--- src/rtl/csmv_pkg.sv ---
// Shared types and constants of the COO sparse matrix-vector core.
package csmv_pkg;

	localparam int IDX_W   = 12;
	localparam int VAL_W   = 32;
	localparam int ACC_W   = 48;
	localparam int FUNC_W  = 2;
	localparam int PROD_W  = 2 * VAL_W;
	localparam int FRAC_W  = 16;
	localparam int ADDR_W  = 3;
	localparam int PDATA_W = 32;

	// queue between front and back, power of two
	localparam int QUEUE_DEPTH = 4;

	// request kinds on s_tuser
	localparam logic [FUNC_W-1:0] FUNC_LOAD  = 2'd0;
	localparam logic [FUNC_W-1:0] FUNC_ENTRY = 2'd1;
	localparam logic [FUNC_W-1:0] FUNC_READ  = 2'd2;

	// register select bit (paddr[2]) of transpose_mode
	localparam logic REG_TRANSPOSE = 1'b0;

	localparam logic signed [ACC_W-1:0] ACC_MAX = {1'b0, {(ACC_W-1){1'b1}}};
	localparam logic signed [ACC_W-1:0] ACC_MIN = {1'b1, {(ACC_W-1){1'b0}}};
	localparam logic signed [VAL_W-1:0] OUT_MAX = {1'b0, {(VAL_W-1){1'b1}}};
	localparam logic signed [VAL_W-1:0] OUT_MIN = {1'b1, {(VAL_W-1){1'b0}}};
	localparam logic [PROD_W-1:0] ROUND_HALF = PROD_W'(1) << (FRAC_W - 1);

	typedef enum logic [1:0] {
		OP_LOAD  = 2'd0,
		OP_ENTRY = 2'd1,
		OP_READ  = 2'd2
	} op_t;

	// classified request handed from front to back
	typedef struct packed {
		op_t                     op;
		logic                    ok;     // all indices inside the vector depth
		logic [IDX_W-1:0]        dst;    // y index (entry), x/y index (load, read)
		logic [IDX_W-1:0]        src;    // x index of an entry
		logic signed [VAL_W-1:0] value;
	} item_t;

endpackage

--- src/rtl/csmv_front.sv ---
// Front end: configuration register, request intake and classification.
module csmv_front #(
	parameter int VEC_DEPTH = 4096
) (
	input  logic                           clk,
	input  logic                           arst_n,
	input  logic                           psel,
	input  logic                           penable,
	input  logic                           pwrite,
	input  logic [csmv_pkg::ADDR_W-1:0]    paddr,
	input  logic [csmv_pkg::PDATA_W-1:0]   pwdata,
	output logic [csmv_pkg::PDATA_W-1:0]   prdata,
	output logic                           pready,
	input  logic                           s_tvalid,
	output logic                           s_tready,
	input  logic [55:0]                    s_tdata,
	input  logic [csmv_pkg::FUNC_W-1:0]    s_tuser,
	input  logic                           clearing,
	input  logic                           q_full,
	output logic                           q_push,
	output csmv_pkg::item_t                q_item
);

	logic                             transpose_q;
	logic [csmv_pkg::IDX_W-1:0]       row;
	logic [csmv_pkg::IDX_W-1:0]       col;
	logic                             row_ok;
	logic                             col_ok;
	logic                             keep;

	assign pready = 1'b1;
	assign prdata = (paddr[2] == csmv_pkg::REG_TRANSPOSE) ?
		{{(csmv_pkg::PDATA_W-1){1'b0}}, transpose_q} : '0;

	always_ff @(posedge clk or negedge arst_n) begin
		if (!arst_n) begin
			transpose_q <= 1'b0;
		end else if (psel && penable && pwrite && pready &&
				paddr[2] == csmv_pkg::REG_TRANSPOSE) begin
			transpose_q <= pwdata[0];
		end
	end

	assign s_tready = !q_full && !clearing;

	assign row    = s_tdata[11:0];
	assign col    = s_tdata[23:12];
	assign row_ok = 32'(row) < 32'(VEC_DEPTH);
	assign col_ok = 32'(col) < 32'(VEC_DEPTH);

	always_comb begin
		q_item.value = s_tdata[55:24];
		q_item.dst   = row;
		q_item.src   = row;
		q_item.ok    = row_ok;
		q_item.op    = csmv_pkg::OP_LOAD;
		keep         = 1'b1;
		unique case (s_tuser)
			csmv_pkg::FUNC_LOAD: begin
				q_item.op = csmv_pkg::OP_LOAD;
			end
			csmv_pkg::FUNC_ENTRY: begin
				q_item.op  = csmv_pkg::OP_ENTRY;
				q_item.dst = transpose_q ? col : row;
				q_item.src = transpose_q ? row : col;
				q_item.ok  = row_ok && col_ok;
			end
			csmv_pkg::FUNC_READ: begin
				q_item.op = csmv_pkg::OP_READ;
			end
			default: begin
				// unused code: taken and dropped
				keep = 1'b0;
			end
		endcase
	end

	assign q_push = s_tvalid && s_tready && keep;

endmodule

--- config.mk ---
export PLATFORM = sky130hd
export DESIGN_NAME = csmv_front
export DESIGN_NICKNAME = d
export VERILOG_FILES = /design/src/rtl/csmv_pkg.sv /design/src/rtl/csmv_front.sv
export SDC_FILE = /design/constraint.sdc
export NUM_CORES = 1
export LEC_CHECK = 0
export BUFFER_PORTS_ARGS = -buffer_cell sky130_fd_sc_hd__buf_2
export CAP_MARGIN = 20
export CORE_AREA = 2 2 76 78
export DETAILED_ROUTE_END_ITERATION = 16
export DIE_AREA = 0 0 78 80
export PLACE_DENSITY_LB_ADDON = 0.2
export SKIP_CTS_REPAIR_TIMING = 1
export SLEW_MARGIN = 20
export SYNTH_ARGS = -nofsm -noshare
export SYNTH_HDL_FRONTEND = slang
export SYNTH_SLANG_ARGS = --single-unit
export TNS_END_PERCENT = 10
--- constraint.sdc ---
create_clock -name clk -period 3.4 [get_ports clk]
set_input_delay 0.51 -clock clk [delete_from_list [all_inputs] [get_ports clk]]
set_output_delay 0.51 -clock clk [all_outputs]
set_load 0.02 [all_outputs]
==> results.sh <==
export IMPL_status="complete, no violations"
export IMPL_arrival_ns=1.85
export IMPL_placed_cells=205
export IMPL_clk_pin_slew_ns=0
export IMPL_netlist_area_sq_um=878.3
export IMPL_grt_antenna_before_repair=0
export IMPL_final_common_cell="buf_2"
export IMPL_ys_ff_latch=1
export IMPL_syn_inst=104
export IMPL_die_y_um=80
export IMPL_syn_area_per_cell_sq_um=8.446
export IMPL_tightest_slew_ns=0.7028
export IMPL_core_area_sq_um=5405
export IMPL_grt_max_degree=13
export IMPL_grt_pass1_vias=533
export IMPL_drt_pass1_iterations=4
export IMPL_ios=195
export IMPL_viasPerCell=3.176
export IMPL_start_util_pct=16.25
export IMPL_regMostFlops="transpose_q"
export IMPL_rows=27
export IMPL_dpl_hpwl_um=1633
export IMPL_wl_per_cell_um=9.166
export IMPL_period_needed_ns=2.356
export IMPL_max_vdd_ir_drop_mv=0.03968
export IMPL_p_leak_nw=0.5017
export IMPL_largest_reg_flops=1
export IMPL_path_max_fanout=12
export IMPL_antenna_cells=0
export IMPL_io_buffers=64
export IMPL_rr_startpoint="transpose_q"
export IMPL_top_regs="transpose_q: 1 flops"
export IMPL_setup_violations=0
export IMPL_cp_start_kind="input port"
export IMPL_rsz0062_at_grt="false"
export IMPL_slew_limit_headroom_pct=53.01
export IMPL_skew_ns=0
export IMPL_crit_type="input port to primary output"
export IMPL_grt_usage_pct=4.725
export IMPL_syn_to_final_growth_pct=3.561
export IMPL_worstHoldPathType="input port to async pin"
export IMPL_drv_slew=0
export IMPL_hold_viol=0
export IMPL_finalSetupTns_ns=0
export IMPL_ys_seq_area_share_pct=2.849
export IMPL_antenna_left=0
export IMPL_layout_nets=236
export IMPL_clk_latency_ns=0
export IMPL_synth_distinct_cells=11
export IMPL_maxCapViolations=0
export IMPL_end_kind="primary output"
export IMPL_wirelength_um=1879
export IMPL_drc_errors=0
export IMPL_p_per_area_nw_per_um2=205.0
export IMPL_grt_pass1_wl_um=2435
export IMPL_ys_warnings_count=0
export IMPL_drive_gt1_share_pct=68.42
export IMPL_power_total_w=0.0001865
export IMPL_nFillCells=627
export IMPL_die_w_um=78
export IMPL_post_route_period_util_pct=69.28
export IMPL_finalNonFillerCells=205
export IMPL_grt_remaining_overflow=0
export IMPL_reg2reg_depth=1
export IMPL_gp_congestion=0.5995
export IMPL_fmax_mhz=424.5
export IMPL_most_common_layout_cells="64 x buf_2, 33 x conb_1, 25 x mux2_2, 3 x nor2b_1"
export IMPL_drtIter0Drc=9
export IMPL_via_count=651
export IMPL_die_area_sq_um=6240
export IMPL_cp_startpoint="s_tuser[1]"
export IMPL_critical_path_required_ns=2.89
-- critical path, cell delays in order --
cell	delay [ns]
buf_2	0.13
nand3b_1	0.57
mux2_2	0.48
buf_2	0.16
-- cell type report --
class                   instances  area [sq um]  share of cell area (%)
multi-input cells              67         466.7                   51.31
well taps                      72         90.09                   9.904
repair buffers                 65         327.8                   36.04
flip-flops and latches          1         25.02                   2.751
-- power breakdown --
part	internal, W	total, W	leakage [nW]	switching (W)
Combinational	0.0000649	0.000169	0.490	0.000104
Sequential	0.0000148	0.0000175	0.0120	0.00000273
Clock	0	0	0	0
-- stage by stage --
step                hold WS [ns]  setup slack [ns]  instance area, sq um  utilization, %
finish                    0.2860             1.044                 909.6           16.83
detailed placement        0.2885            0.9606                 909.6           16.83
global route              0.2893            0.9235                 909.6           16.83
global placement          0.2894            0.9741                 909.6           16.83
floorplan                 0.2144             1.570                 994.7               -
CTS                       0.2883            0.9515                 909.6           16.83
-- cells by family after synthesis --
kind of cell / Yosys count / share of synthesized area [%]
other: 2 / 0.8550
DFF: 1 / 2.849
buffers and inverters: 67 / 57.26
muxes: 25 / 32.05
and+or+nand+nor: 9 / 6.980
-- worst paths after layout --
kind	slack [ns]	endpoint
max	1.04	q_item[52]
min	0.29	transpose_q
max reg2reg	2.62	transpose_q
min reg2reg	0.57	transpose_q
max in group asynchronous	3.03	transpose_q
min in group clk	0.57	transpose_q
-- Yosys cell counts --
cell	number	area (sq um)
nor2b_1	3	18.77
mux2_2	25	281.5
and3_1	1	6.260
nor3b_2	1	12.51
buf_4	67	503.0
nand2_1	1	3.750
nand3b_1	1	7.510
nand4b_1	1	8.760
conb_1	2	7.510
dfrtp_1	1	25.02
nor2_1	1	3.750
-- per-layer routing --
layer	GRT usage [%]	vias up	share of wire, %
met5	0	-	0
met4	1.228	0	1.8
met3	0.9050	8	12
met2	9.224	56	54
met1	5.175	287	31
li1	-	300	-
Power figures use the tool's default switching activity.
