File: config.mk
export PLATFORM = sky130hd
export DESIGN_NAME = csmv_queue
export DESIGN_NICKNAME = d
export VERILOG_FILES = /design/src/rtl/csmv_pkg.sv /design/src/rtl/csmv_queue.sv
export SDC_FILE = /design/constraint.sdc
export NUM_CORES = 1
export LEC_CHECK = 0
export ABC_AREA = 1
export BUFFER_PORTS_ARGS = -buffer_cell sky130_fd_sc_hd__buf_2
export CORE_ASPECT_RATIO = 0.75
export CORE_UTILIZATION = 30
export CTS_CLUSTER_SIZE = 30
export DETAILED_ROUTE_END_ITERATION = 7
export SYNTH_ARGS = -nofsm -noshare
export SYNTH_HDL_FRONTEND = slang
export SYNTH_SLANG_ARGS = --single-unit
File: constraint.sdc
create_clock -name clk -period 4.3 [get_ports clk]
set_input_delay 1.075 -clock clk [delete_from_list [all_inputs] [get_ports clk]]
set_output_delay 1.075 -clock clk [all_outputs]
set_load 0.03 [all_outputs]
File: src/rtl/csmv_pkg.sv
// Shared types and constants of the COO sparse matrix-vector core.
package csmv_pkg;

	localparam int IDX_W   = 12;
	localparam int VAL_W   = 32;
	localparam int ACC_W   = 48;
	localparam int FUNC_W  = 2;
	localparam int PROD_W  = 2 * VAL_W;
	localparam int FRAC_W  = 16;
	localparam int ADDR_W  = 3;
	localparam int PDATA_W = 32;

	// queue between front and back, power of two
	localparam int QUEUE_DEPTH = 4;

	// request kinds on s_tuser
	localparam logic [FUNC_W-1:0] FUNC_LOAD  = 2'd0;
	localparam logic [FUNC_W-1:0] FUNC_ENTRY = 2'd1;
	localparam logic [FUNC_W-1:0] FUNC_READ  = 2'd2;

	// register select bit (paddr[2]) of transpose_mode
	localparam logic REG_TRANSPOSE = 1'b0;

	localparam logic signed [ACC_W-1:0] ACC_MAX = {1'b0, {(ACC_W-1){1'b1}}};
	localparam logic signed [ACC_W-1:0] ACC_MIN = {1'b1, {(ACC_W-1){1'b0}}};
	localparam logic signed [VAL_W-1:0] OUT_MAX = {1'b0, {(VAL_W-1){1'b1}}};
	localparam logic signed [VAL_W-1:0] OUT_MIN = {1'b1, {(VAL_W-1){1'b0}}};
	localparam logic [PROD_W-1:0] ROUND_HALF = PROD_W'(1) << (FRAC_W - 1);

	typedef enum logic [1:0] {
		OP_LOAD  = 2'd0,
		OP_ENTRY = 2'd1,
		OP_READ  = 2'd2
	} op_t;

	// classified request handed from front to back
	typedef struct packed {
		op_t                     op;
		logic                    ok;     // all indices inside the vector depth
		logic [IDX_W-1:0]        dst;    // y index (entry), x/y index (load, read)
		logic [IDX_W-1:0]        src;    // x index of an entry
		logic signed [VAL_W-1:0] value;
	} item_t;

endpackage

File: src/rtl/csmv_queue.sv
// Small FIFO of classified requests between front and back.
module csmv_queue (
	input  logic            clk,
	input  logic            arst_n,
	input  logic            push,
	input  csmv_pkg::item_t push_item,
	output logic            full,
	input  logic            pop,
	output csmv_pkg::item_t pop_item,
	output logic            empty
);

	localparam int PW = $clog2(csmv_pkg::QUEUE_DEPTH);

	csmv_pkg::item_t items_q [csmv_pkg::QUEUE_DEPTH];
	logic [PW:0]     wr_q;
	logic [PW:0]     rd_q;

	assign empty    = (wr_q == rd_q);
	assign full     = (wr_q[PW] != rd_q[PW]) && (wr_q[PW-1:0] == rd_q[PW-1:0]);
	assign pop_item = items_q[rd_q[PW-1:0]];

	always_ff @(posedge clk or negedge arst_n) begin
		if (!arst_n) begin
			wr_q <= '0;
			rd_q <= '0;
		end else begin
			if (push && !full) begin
				wr_q <= wr_q + (PW+1)'(1);
			end
			if (pop && !empty) begin
				rd_q <= rd_q + (PW+1)'(1);
			end
		end
	end

	always_ff @(posedge clk) begin
		if (push && !full) begin
			items_q[wr_q[PW-1:0]] <= push_item;
		end
	end

endmodule

==> results.md <==
* Outcome: complete, no violations
* Routed wire per std cell at about 17 um
* Largest net degree at the start of global routing at 60
* P_sw at around 3.5 mW
* Top_reg_cell synth: edfxtp_1
* Worst path arrival time at roughly 2.7 ns
* Final period util at 0.873
* EDFF count, synth at approximately 240
* Die ar. at between 0.03 and 0.04 mm2
* Post-Place Cells at 1126
* Critical Path Source Type: flop
* CTS Buf Count at 24
* Register bit total from synthesis at around 240
* Pint at 5.08 mW
* GRT Overall Usage at 0.129
* Power share of the combinational group at 0.376
* Sequential power share at 0.394
* Max Fclk at around 0.27 GHz
* Post-synthesis sequential area ratio at 0.789
* Fin Setup TNS at 0 ns
* Htree depth at 1
* P&R area growth vs syn at 19.6%
* DRT antenna net count at 0
* RSZ-0062 raised after global routing: no
* Worst slew pin tran at about 0.59 ns
* Slew Viols, Final at 0
* Critical Path RT at approximately 3.2 ns
* YS warnings at 0
* Worst hold margin at 0.354 ns
* Hold WC Path Type: in -> async
* Initial Utilization at 0.304
* R2R Setup Slk at about 1.7 ns
* Async SR Flop Fraction at 0.0248
* DR pass1 iterations at 4
* Die width at approximately 200 um
* IO Count at around 120
* Count of different cell masters after synthesis at 20
* Die height at ~150 um
* Clk_lat worst skew at between 0.5 and 0.6 ns
* Slew HR at 0.605
* Syn Nets at 699
* Clock Skew at ~0.018 ns
* Port Buffers at roughly 120
* Cell taking the most area after synthesis: edfxtp_1
* Worst-path clk slew at approximately 0.06 ns
* Buffer count from post-CTS setup fixing at 0
* Via density at approximately 4.7
* Setup crit start: rd_q[0]
* Sw Ratio at 0.404
* Via count at 5460
* CTS tree: yes
* Post-DP HPWL at about 11 mm
* CP Capture Type: output port
* Hold buffers post-CTS at 0
* Cells after synthesis at approximately 630
* Pwr/cell area at slightly below 800 mW/mm2
* Reg2Reg Depth at 7
* Worst IR Drop VDD at about 0.0005 V
* Area share of the largest cell type after synthesis at 0.773
* Non-filler cells, final at 1171
* DRC Markers at 0
* Power share of the clock group at 0.230
* Site Rows at 55
* Minimum clock period at between 3 and 4 ns
* Pleak at between 3 and 4 nW
* Setup-failing EPs final at 0
* Capturing point of the worst reg2reg path: items_q[1][9]
* Post-synthesis instance area at between 0.009 and 0.01 mm2
* Synth top area cells: edfxtp_1 (77%), nor2_1 (5.0%), o22ai_1 (4.0%)
* Global-route wire length before repair at between 30 and 40 mm
* WS Path Type: reg -> out
* Gr ovfl total at 0
* CP endpoint: pop_item[18]
* Final net count at just over 800
* Avg Synthesized Cell Area at about 15 um2
* Starting DRT DRC Count at 448
* Post-cts repair resize count at 0
* Core area at 0.0301 mm2
* Layout cell share with drive strength beyond 1 at 0.236
* Clock root buffer: clkbuf_16
* Routability congestion estimate at 0.702
* Sink Count at 242
* Critical-path maximum fanout at between 50 and 60
* Initial antenna violation count at 2
* Max Cap Viol at 0
* Launch point of the worst reg-to-reg path: rd_q[0]
* Fillers at approximately 2.9k
* Bufs on Longest Clock Path at 3
* Final wirelength at around 20 mm
* Fin. Hold Viols at 0
* Vias in the first global route at approximately 5.3k
[cell usage after synthesis (all sizes together), types with 2 or more instances]
cell type,n
ha,5
o21ai,118
xor2,2
nand3,9
edfxtp,236
inv,12
nand2,23
dfrtp,6
buf,21
clkbuf,18
nor2,121
o22ai,59
[critical path, cell delays in order (launching register included)]
cell,delay (ns)
dfrtp_4,0.70
inv_4,0.45
buf_4,0.39
nor2_1,0.08
o22ai_1,0.22
buf_2,0.24
[routing by layer]
layer	GRT usage	part of all wire	wire, um	vias up
met2	0.199	0.45	9140	141
met4	0.0322	0.018	372	0
li1	-	-	-	2621
met1	0.181	0.47	9500	2665
met3	0.0337	0.060	1220	33
met5	0	0	0	-
[cell usage in the layout (no fill, tap or decap)]
cell / n
nor2_1: 118
buf_4: 8
buf_12: 4
nand3_2: 1
bufinv_16: 1
clkbuf_1: 4
buf_2: 123
inv_4: 1
o22ai_1: 59
dfrtp_2: 1
inv_1: 7
nand3_4: 1
nand2_2: 2
clkinv_2: 2
inv_2: 4
nand2_1: 21
ha_1: 5
clkinv_8: 1
o21ai_1: 51
nand3_1: 7
clkinv_1: 7
nor2_4: 3
edfxtp_1: 236
inv_8: 1
clkbuf_16: 24
clkinvlp_4: 3
o21ai_0: 67
dfrtp_1: 4
xor2_1: 2
dfrtp_4: 1
diode_2: 2
xnor2_2: 1
[flip-flops by register name, indices dropped and copies added (netlist names)]
register / count
rd_q: 3
items_q: 236
wr_q: 3
[worst min path at each step]
stage / end
5_1_grt: wr_q[2]
3_5_place_dp: wr_q[0]
3_3_place_gp: wr_q[2]
6_report: rd_q[1]
4_1_cts: wr_q[2]
2_1_floorplan: wr_q[0]
[cells by family (layout without fill, tap and decap cells)]
logic type / after synthesis / count (layout) / share of synthesized area
compound gates: 177 / 177 / 0.105
other cells: 0 / 2 / 0
simple gates: 153 / 153 / 0.0663
buf+inv: 51 / 190 / 0.0297
fa+ha+maj: 5 / 5 / 0.00682
xor+xnor: 3 / 3 / 0.00368
flops: 242 / 242 / 0.789
[power groups by stage]
stage	registers (mW)	clock network, mW	logic, mW
3_3_place_gp	3.41	0	3.25
6_report	3.36	1.96	3.21
2_1_floorplan	3.31	0	2.38
4_1_cts	3.37	2.02	3.28
5_1_grt	3.42	2.11	3.52
3_5_place_dp	3.42	0	3.28
[final cells by class]
cell class | instances | area [um2] | share of cell area
flip-flops and latches | 242 | 7240 | 0.660
clock buffers | 28 | 616 | 0.0561
inverters | 12 | 47.5 | 0.00433
clock inverters | 15 | 116 | 0.0106
repair buffers | 135 | 756 | 0.0689
diodes | 2 | 5.00 | 0.000456
well taps | 399 | 499 | 0.0455
multi-input cells | 338 | 1690 | 0.154
[stage by stage]
stage           util  setup slack, ns  power [mW]  area, um2
3_3_place_gp   0.339             1.12        6.66      10200
4_1_cts        0.364            0.526        8.68      11000
3_5_place_dp   0.339             1.11        6.70      10200
2_1_floorplan      -            0.194        5.69       9170
6_report       0.364            0.548        8.53      11000
5_1_grt        0.364            0.373        9.04      11000
Note: power is estimated with default switching activity, not from simulation.
